--- src/rtl/jsd_pkg.sv ---
// Package: types, constants and state codes for the job sequencing block
`timescale 1ns / 1ps
package jsd_pkg;

    localparam int MAX_JOBS  = 32;
    localparam int MAX_SLOTS = 32;
    localparam int JOB_IDX_W = $clog2(MAX_JOBS);
    localparam int JOB_CNT_W = $clog2(MAX_JOBS + 1);
    localparam int SLOT_W    = 6;
    localparam int ID_W      = 16;
    localparam int PROFIT_W  = 16;
    localparam int TOTAL_W   = 21;
    localparam int SUM_W     = 22;
    localparam int QUEUE_DEPTH = 2;
    localparam logic [TOTAL_W-1:0] PROFIT_LIMIT = {TOTAL_W{1'b1}};

    typedef struct packed {
        logic [ID_W-1:0]     job_id;
        logic [PROFIT_W-1:0] job_profit;
        logic [SLOT_W-1:0]   job_deadline;
        logic                last_job;
    } t_job_in;

    typedef struct packed {
        logic [SLOT_W-1:0]  slot_number;
        logic [ID_W-1:0]    slot_job_id;
        logic               slot_filled;
        logic [TOTAL_W-1:0] total_profit;
        logic               jobs_dropped;
        logic               last_slot;
    } t_slot_out;

    // job passed from front to back, deadline already saturated
    typedef struct packed {
        logic [ID_W-1:0]     job_id;
        logic [PROFIT_W-1:0] job_profit;
        logic [SLOT_W-1:0]   job_deadline;
        logic                last_job;
        logic                store;
    } t_job_q;

    typedef enum logic [2:0] {
        ST_LOAD,
        ST_PICK,
        ST_FIND,
        ST_EMIT,
        ST_CLEAR
    } t_state;

endpackage

--- src/rtl/jsd_front.sv ---
// Front end: accepts job beats, saturates deadlines, flags overflow, fills a short queue
`timescale 1ns / 1ps
module jsd_front (
    input  logic            i_clk,
    input  logic            i_rst_n,
    input  logic            i_valid,
    output logic            o_ready,
    input  jsd_pkg::t_job_in i_data,
    output logic            o_q_valid,
    input  logic            i_q_ready,
    output jsd_pkg::t_job_q o_q_data
);
    import jsd_pkg::*;

    localparam int PTR_W = $clog2(QUEUE_DEPTH);

    t_job_q             r_mem [QUEUE_DEPTH];
    logic [PTR_W-1:0]   r_wr, r_rd;
    logic [PTR_W:0]     r_cnt;
    logic [JOB_CNT_W-1:0] r_seen, n_seen;
    t_job_q             w_job;
    logic               w_push, w_pop;

    // classify: saturate deadline, count jobs of the set to mark stores
    always_comb begin
        w_job.job_id     = i_data.job_id;
        w_job.job_profit = i_data.job_profit;
        w_job.job_deadline = (i_data.job_deadline > SLOT_W'(MAX_SLOTS)) ?
                             SLOT_W'(MAX_SLOTS) : i_data.job_deadline;
        w_job.last_job   = i_data.last_job;
        w_job.store      = (r_seen < JOB_CNT_W'(MAX_JOBS));
    end

    assign o_ready   = (r_cnt != (PTR_W+1)'(QUEUE_DEPTH));
    assign w_push    = i_valid && o_ready;
    assign o_q_valid = (r_cnt != '0);
    assign w_pop     = o_q_valid && i_q_ready;
    assign o_q_data  = r_mem[r_rd];

    always_comb begin
        n_seen = r_seen;
        if (w_push) begin
            if (i_data.last_job)
                n_seen = '0;
            else if (w_job.store)
                n_seen = r_seen + 1'b1;
        end
    end

    // queue control
    always_ff @(posedge i_clk) begin
        if (!i_rst_n) begin
            r_wr   <= '0;
            r_rd   <= '0;
            r_cnt  <= '0;
            r_seen <= '0;
        end else begin
            r_seen <= n_seen;
            if (w_push)
                r_wr <= (r_wr == PTR_W'(QUEUE_DEPTH-1)) ? '0 : r_wr + 1'b1;
            if (w_pop)
                r_rd <= (r_rd == PTR_W'(QUEUE_DEPTH-1)) ? '0 : r_rd + 1'b1;
            r_cnt <= r_cnt + (PTR_W+1)'(w_push) - (PTR_W+1)'(w_pop);
        end
    end

    // queue storage
    always_ff @(posedge i_clk) begin
        if (w_push)
            r_mem[r_wr] <= w_job;
    end

endmodule

--- src/rtl/jsd_back.sv ---
// Back end: stores jobs, picks them in profit order, places them in slots, emits the schedule
`timescale 1ns / 1ps
module jsd_back (
    input  logic              i_clk,
    input  logic              i_rst_n,
    input  logic              i_q_valid,
    output logic              o_q_ready,
    input  jsd_pkg::t_job_q   i_q_data,
    output logic              o_valid,
    input  logic              i_ready,
    output jsd_pkg::t_slot_out o_data
);
    import jsd_pkg::*;

    localparam int SIDX_W = $clog2(MAX_SLOTS + 1);

    // job store, one entry per stored job
    logic [ID_W-1:0]     r_ids   [MAX_JOBS];
    logic [PROFIT_W-1:0] r_prof  [MAX_JOBS];
    logic [SLOT_W-1:0]   r_dl    [MAX_JOBS];
    logic [MAX_JOBS-1:0] r_done;
    // slot table
    logic [ID_W-1:0]     r_slot_id [MAX_SLOTS + 1];
    logic [MAX_SLOTS:0]  r_used;

    t_state               r_state, n_state;
    logic [JOB_CNT_W-1:0] r_cnt;
    logic [JOB_IDX_W-1:0] r_scan;
    logic [JOB_IDX_W-1:0] r_best;
    logic                 r_have;
    logic [SLOT_W-1:0]    r_k;
    logic [SLOT_W-1:0]    r_latest;
    logic [SUM_W-1:0]     r_sum;
    logic                 r_drop;
    logic [SLOT_W-1:0]    r_emit;
    logic                 r_out_v;
    t_slot_out            r_out;
    logic                 w_load, w_out_free, w_scan_end, w_better;
    logic [SIDX_W-1:0]    w_kidx, w_eidx;

    assign w_out_free = !r_out_v || i_ready;
    assign w_load     = i_q_valid && o_q_ready;
    assign w_scan_end = (JOB_CNT_W'(r_scan) == r_cnt - 1'b1);
    // strict greater keeps the earliest job among equal profits
    assign w_better   = !r_done[r_scan] && (!r_have || r_prof[r_scan] > r_prof[r_best]);
    assign w_kidx     = SIDX_W'(r_k);
    assign w_eidx     = SIDX_W'(r_emit);

    // next state
    always_comb begin
        n_state = r_state;
        unique case (r_state)
            ST_LOAD: if (w_load && i_q_data.last_job)
                n_state = ST_PICK;
            ST_PICK: if (r_cnt == '0 || (w_scan_end && !w_better && !r_have))
                n_state = ST_EMIT;
            else if (w_scan_end)
                n_state = ST_FIND;
            ST_FIND: if (r_k == '0 || !r_used[w_kidx])
                n_state = ST_PICK;
            ST_EMIT: if (r_latest == '0 || (w_out_free && r_emit == r_latest))
                n_state = ST_CLEAR;
            ST_CLEAR: n_state = ST_LOAD;
            default: n_state = ST_LOAD;
        endcase
    end

    // outputs of the control
    always_comb begin
        o_q_ready = (r_state == ST_LOAD);
    end

    always_ff @(posedge i_clk) begin
        if (!i_rst_n) begin
            r_state  <= ST_LOAD;
            r_cnt    <= '0;
            r_scan   <= '0;
            r_have   <= 1'b0;
            r_latest <= '0;
            r_sum    <= '0;
            r_drop   <= 1'b0;
            r_used   <= '0;
            r_done   <= '0;
            r_emit   <= SLOT_W'(1);
            r_out_v  <= 1'b0;
            r_k      <= '0;
        end else begin
            r_state <= n_state;
            // output beat: load a new one when free, else drop it once taken
            if (r_state == ST_EMIT && r_latest != '0 && w_out_free)
                r_out_v <= 1'b1;
            else if (i_ready)
                r_out_v <= 1'b0;
            unique case (r_state)
                // load: store job beats
                ST_LOAD: begin
                    if (w_load) begin
                        if (i_q_data.store) begin
                            r_cnt <= r_cnt + 1'b1;
                            if (i_q_data.job_deadline > r_latest)
                                r_latest <= i_q_data.job_deadline;
                        end else begin
                            r_drop <= 1'b1;
                        end
                        r_scan <= '0;
                        r_have <= 1'b0;
                    end
                end
                // pick: scan for the best undone job, one entry a cycle
                ST_PICK: begin
                    if (r_cnt != '0) begin
                        if (w_better) begin
                            r_best <= r_scan;
                            r_have <= 1'b1;
                        end
                        if (w_scan_end) begin
                            r_scan <= '0;
                            if (w_better) begin
                                r_done[r_scan] <= 1'b1;
                                r_k <= (r_dl[r_scan] > r_latest) ? r_latest : r_dl[r_scan];
                            end else if (r_have) begin
                                r_done[r_best] <= 1'b1;
                                r_k <= (r_dl[r_best] > r_latest) ? r_latest : r_dl[r_best];
                            end
                        end else begin
                            r_scan <= r_scan + 1'b1;
                        end
                    end
                end
                // find: walk down from the deadline, one slot a cycle
                ST_FIND: begin
                    r_have <= 1'b0;
                    if (r_k != '0) begin
                        if (!r_used[w_kidx]) begin
                            r_used[w_kidx] <= 1'b1;
                            r_sum <= r_sum + SUM_W'(r_prof[r_best]);
                        end else begin
                            r_k <= r_k - 1'b1;
                        end
                    end
                end
                // emit one slot beat per cycle while the output is free
                ST_EMIT: begin
                    if (r_latest != '0 && w_out_free)
                        r_emit <= r_emit + 1'b1;
                end
                ST_CLEAR: begin
                    r_cnt    <= '0;
                    r_latest <= '0;
                    r_sum    <= '0;
                    r_drop   <= 1'b0;
                    r_used   <= '0;
                    r_done   <= '0;
                    r_emit   <= SLOT_W'(1);
                    r_have   <= 1'b0;
                end
                default: ;
            endcase
        end
    end

    // payload registers
    always_ff @(posedge i_clk) begin
        if (r_state == ST_LOAD && w_load && i_q_data.store) begin
            r_ids[r_cnt[JOB_IDX_W-1:0]]  <= i_q_data.job_id;
            r_prof[r_cnt[JOB_IDX_W-1:0]] <= i_q_data.job_profit;
            r_dl[r_cnt[JOB_IDX_W-1:0]]   <= i_q_data.job_deadline;
        end
        if (r_state == ST_FIND && r_k != '0 && !r_used[w_kidx])
            r_slot_id[w_kidx] <= r_ids[r_best];
        if (r_state == ST_EMIT && r_latest != '0 && w_out_free) begin
            r_out.slot_number  <= r_emit;
            r_out.slot_filled  <= r_used[w_eidx];
            r_out.slot_job_id  <= r_used[w_eidx] ? r_slot_id[w_eidx] : '0;
            r_out.total_profit <= (r_sum > SUM_W'(PROFIT_LIMIT)) ?
                                  PROFIT_LIMIT : r_sum[TOTAL_W-1:0];
            r_out.jobs_dropped <= r_drop;
            r_out.last_slot    <= (r_emit == r_latest);
        end
    end

    assign o_valid = r_out_v;
    assign o_data  = r_out;

endmodule

--- src/rtl/job_sequencing_deadlines_core.sv ---
// Top level: greedy job sequencing with deadlines, front queue plus scheduling back end
//
//  channel  dir  handshake            payload
//  job in   in   i_valid / o_ready    i_data  (t_job_in)
//  slot out out  o_valid / i_ready    o_data  (t_slot_out)
//
// Jobs load at one beat a cycle through a two-entry queue while the back end is
// loading. On the last job the back end picks jobs in profit order, each pick a scan
// over every stored job, then walks down up to latest_deadline slots; latest_deadline beats go out.
// Reset is synchronous and clears all control state. A stalled output holds its beat.
`timescale 1ns / 1ps
module job_sequencing_deadlines_core (
    input  logic               i_clk,
    input  logic               i_rst_n,
    input  logic               i_valid,
    output logic               o_ready,
    input  jsd_pkg::t_job_in   i_data,
    output logic               o_valid,
    input  logic               i_ready,
    output jsd_pkg::t_slot_out o_data
);
    import jsd_pkg::*;

    logic   w_q_valid, w_q_ready;
    t_job_q w_q_data;

    jsd_front u_front (
        .i_clk, .i_rst_n, .i_valid, .o_ready, .i_data,
        .o_q_valid(w_q_valid), .i_q_ready(w_q_ready), .o_q_data(w_q_data)
    );

    jsd_back u_back (
        .i_clk, .i_rst_n,
        .i_q_valid(w_q_valid), .o_q_ready(w_q_ready), .i_q_data(w_q_data),
        .o_valid, .i_ready, .o_data
    );

    // an empty slot always reports job id zero
    a_fill: assert property (@(posedge i_clk) disable iff (!i_rst_n)
        o_valid && !o_data.slot_filled |-> o_data.slot_job_id == '0)
        else $error("empty slot carries a job id");

    a_range: assert property (@(posedge i_clk) disable iff (!i_rst_n)
        o_valid |-> o_data.slot_number != '0 && o_data.slot_number <= SLOT_W'(MAX_SLOTS))
        else $error("slot number out of range");

    a_order: assert property (@(posedge i_clk) disable iff (!i_rst_n)
        o_valid && i_ready && !o_data.last_slot ##1 o_valid |->
        o_data.slot_number == $past(o_data.slot_number) + 1'b1)
        else $error("slot beats out of order");

endmodule
--- config.mk ---
export PLATFORM = sky130hd
export DESIGN_NAME = job_sequencing_deadlines_core
export DESIGN_NICKNAME = d
export VERILOG_FILES = /design/src/rtl/jsd_pkg.sv /design/src/rtl/jsd_front.sv /design/src/rtl/jsd_back.sv /design/src/rtl/job_sequencing_deadlines_core.sv
export SDC_FILE = /design/constraint.sdc
export NUM_CORES = 2
export LEC_CHECK = 0
export ABC_AREA = 0
export BUFFER_PORTS_ARGS = -buffer_cell sky130_fd_sc_hd__buf_2
export CAP_MARGIN = 40
export CORE_ASPECT_RATIO = 0.8
export CORE_MARGIN = 4
export CORE_UTILIZATION = 38
export CTS_CLUSTER_DIAMETER = 40
export DETAILED_ROUTE_END_ITERATION = 8
export SKIP_CTS_REPAIR_TIMING = 1
export SYNTH_ARGS = -nofsm -noshare
export SYNTH_HDL_FRONTEND = slang
export SYNTH_SLANG_ARGS = --single-unit
--- constraint.sdc ---
create_clock -name i_clk -period 9.9 [get_ports i_clk]
set_input_delay 0.99 -clock i_clk [delete_from_list [all_inputs] [get_ports i_clk]]
set_output_delay 0.99 -clock i_clk [all_outputs]
set_load 0.005 [all_outputs]
==> flow_summary.toml <==
[sta]
slew_headroom = 0.366
min_period_over_period = 0.634
hold_viol_final = 0
rsz0062_at_grt = "false"
clock.fmax_mhz = 159
finalMaxSlewViolations = 0
fin_crit_ns = 6.28
worst-slew-pin-transition_ns = 0.951
tns_ns = 0
setup_viol = 0
finalClockSkew_ns = 0.0681

[critical_path]
worstPathArrival_ns = 6.98
cp_top_family = "simple AND/OR/NAND/NOR gates"
critPathMaxFanout = 105
critPathBufInv = 2
worstPathCellList = "buf_12 -> mux4_2 -> mux4_2 -> nand2_1 -> and2_1 -> ha_1 -> nand4_1 -> nor4_1 -> o21ai_0 -> o2111ai_1 -> nand3_2 -> buf_4 -> nor3_2 -> mux2_1"
crit_path_frequent_cell = "mux4_2"
path_class = "reg -> reg"
slowest_stage = "dfxtp_4"
worstPathRequired_ns = 10.60
r2r_cells = 14
crit_path_end_kind = "flop"
slowest_delay_ns = 0.80
critPathLaunchType = "flop"
critical_path_depth = 14

[clock_network]
htree_levels = 5
numCtsBuffers = 275
tritoncts = "yes"
cts_buffer_depth = 4
clkLatencyLatePin_ns = 0.84
cts-root-buf = "clkbuf_16"
clk_pin_slew_worst_paths_ns = 0.06
cts_sinks = 2018

[routing]
wire_per_inst_um = 29.4
via_per_inst = 5.82
drc = 0
routed_wl_um = 231000
first_pass_iters = 5
routed-via-count = 45700
ant_nets = 0
drt_iter0_drc = 5735

[pwr]
p_clk_frac = 0.428
power_density_nw_per_um2 = 237
leakagePower_nw = 31.9
combPwrFrac = 0.140
swShare = 0.254
seqPwrFrac = 0.432
finalPower_mw = 23.8
ir_drop_uv = 187
switchingPower_mw = 6.04
internal_power_mw = 17.7

[logic_synthesis]
synth_edf_count = 1875
synth_common_cells = "edfxtp_1, mux4_2, nor2_1"
synth_nets = 4497
synthFlopType = "edfxtp_1"
postSynthAreaPerCell_um2 = 19.4
synth_cell_type_count = 68
synthCells = 4390
synth_top_area_cell = "edfxtp_1"
yosysWarnings = 0
ys_seq_area_frac = 0.694
syn_area_um2 = 85300
postSynth.asyncResetShare = 0
synthTopCellsByArea = "edfxtp_1, mux4_2, dfxtp_1"
netlist.area_leader.share = 0.660
yosysMostFrequentCell = "edfxtp_1"
synth_seq_cells = 2018

[global_route]
grt_pass1_vias = 45400
grt_pass1_wl_um = 331000
overflow = 0
grtUsageTotal = 0.197
grt_max_degree = 111
antenna_found_initial = 9

[placed_design]
io_buffers = 90
hpwl_um = 130000
globalplace.congestion = 0.806

[final_layout]
nets = 4757
final_util = 0.448
nFillCells = 18800
drive_gt1_frac = 0.330
synthToLayoutAreaGrowth_pct = 17.3

[status]
status = "finished, final reports clean"

[floorplan]
die_y_um = 432
ios = 91
die_area_um2 = 232000
initial_core_util = 0.382
std_cell_rows = 155
core_um2 = 223000
die_w_um = 538

[worst_hold_path]
hold_class = "in -> reg"
min_path_cells = 1

[job]
maxCapViolations = 0
sequential cells by signal (all words and copies together), names as in the netlist, 2 cells and up, named ones only:
signal            count
u_back.r_sum         22
u_back.r_best         5
u_front.r_seen        6
u_back.r_slot_id    528
u_back.r_scan         5
u_back.r_k            6
u_front.r_mem        80
u_back.r_state        3
u_back.r_ids        512
u_front.r_cnt         2
u_back.r_done        32
u_back.o_data        46
u_back.r_used        33
u_back.r_latest       6
u_back.r_emit         6
u_back.r_prof       512
u_back.r_cnt          6
u_back.r_dl         192
cell families (layout without fill, tap and decap cells):
logic type | Yosys count | in the layout | synth area share
other cells | 0 | 3 | 0
simple gates | 747 | 747 | 0.0399
flops | 2018 | 2018 | 0.694
mux | 911 | 911 | 0.216
fa+ha+maj | 64 | 64 | 0.00948
compound gates | 298 | 298 | 0.0220
buf+inv | 309 | 781 | 0.0140
xor+xnor | 43 | 43 | 0.00442
metal layers:
layer	part of all wire	up-vias	track usage	wire length (um)
li1	-	18800	-	-
met1	0.45	24300	0.308	103000
met2	0.44	2227	0.281	100000
met3	0.094	373	0.0415	21700
met4	0.023	4	0.0483	5320
met5	0.00012	-	0	27
worst register-to-register path, stage by stage, from the launching register on:
cell,delay (ns)
dfxtp_4,0.80
buf_12,0.75
mux4_2,0.73
mux4_2,0.49
nand2_1,0.09
and2_1,0.23
ha_1,0.17
nand4_1,0.25
nor4_1,0.59
o21ai_0,0.19
o2111ai_1,0.19
nand3_2,0.21
buf_4,0.38
nor3_2,0.70
mux2_1,0.39
area by class of cell:
type,instances,area (um^2),area share
Multi-Input combinational cell,2063,25300,0.253
Clock buffer,315,7300,0.0730
Clock inverter,174,2150,0.0215
Sequential cell,2018,59200,0.592
Tap cell,2983,3730,0.0373
Antenna cell,3,7.51,0.0000751
Timing Repair Buffer,251,2190,0.0219
Inverter,41,154,0.00154
power groups by stage:
| stage | Combinational (mW) | Sequential, mW | Clock [mW] |
|---|---|---|---|
| after global placement | 3.26 | 10.4 | 0 |
| after global routing | 3.61 | 10.3 | 10.7 |
| final | 3.34 | 10.3 | 10.2 |
| after floorplan | 2.24 | 10.3 | 0 |
| after detailed placement | 3.33 | 10.4 | 0 |
| after CTS | 3.34 | 10.3 | 10.3 |
cell usage in the layout, fill, tap and decap left out, drive strengths merged, types with 35 or more instances in the layout:
master  netlist  final
a21oi       139    139
buf         108    251
bufinv        0     37
clkbuf      160    315
clkinv        3     80
dfxtp       143    143
edfxtp     1875   1875
ha           63     63
inv          38     77
mux2         64     64
mux2i       107    107
mux4        740    740
nand2       254    254
nand3        35     35
nor2        255    255
per-stage QoR:
stage | instance area (um^2) | setup WS, ns | hold WS (ns) | std cells
2_1_floorplan | 85300 | 4.79 | 0.406 | 4390
3_3_place_gp | 89900 | 3.60 | 0.440 | 7327
3_5_place_dp | 90500 | 3.62 | 0.450 | 7354
4_1_cts | 100000 | 3.56 | 0.304 | 7843
5_1_grt | 100000 | 3.15 | 0.314 | 7845
6_report | 100000 | 3.62 | 0.360 | 7848
path summary, 6_finish.rpt:
check                                       from                   end  slack, ns
worst min register to register  u_back.r_done[3]      u_back.r_done[3]       0.46
worst max-delay path                        flop                  flop       3.62
worst min-delay path                  i_data[12]  u_front.r_mem[0][13]       0.36
worst max register to register              flop                  flop       3.62
Note: power is estimated with default switching activity, not from simulation.
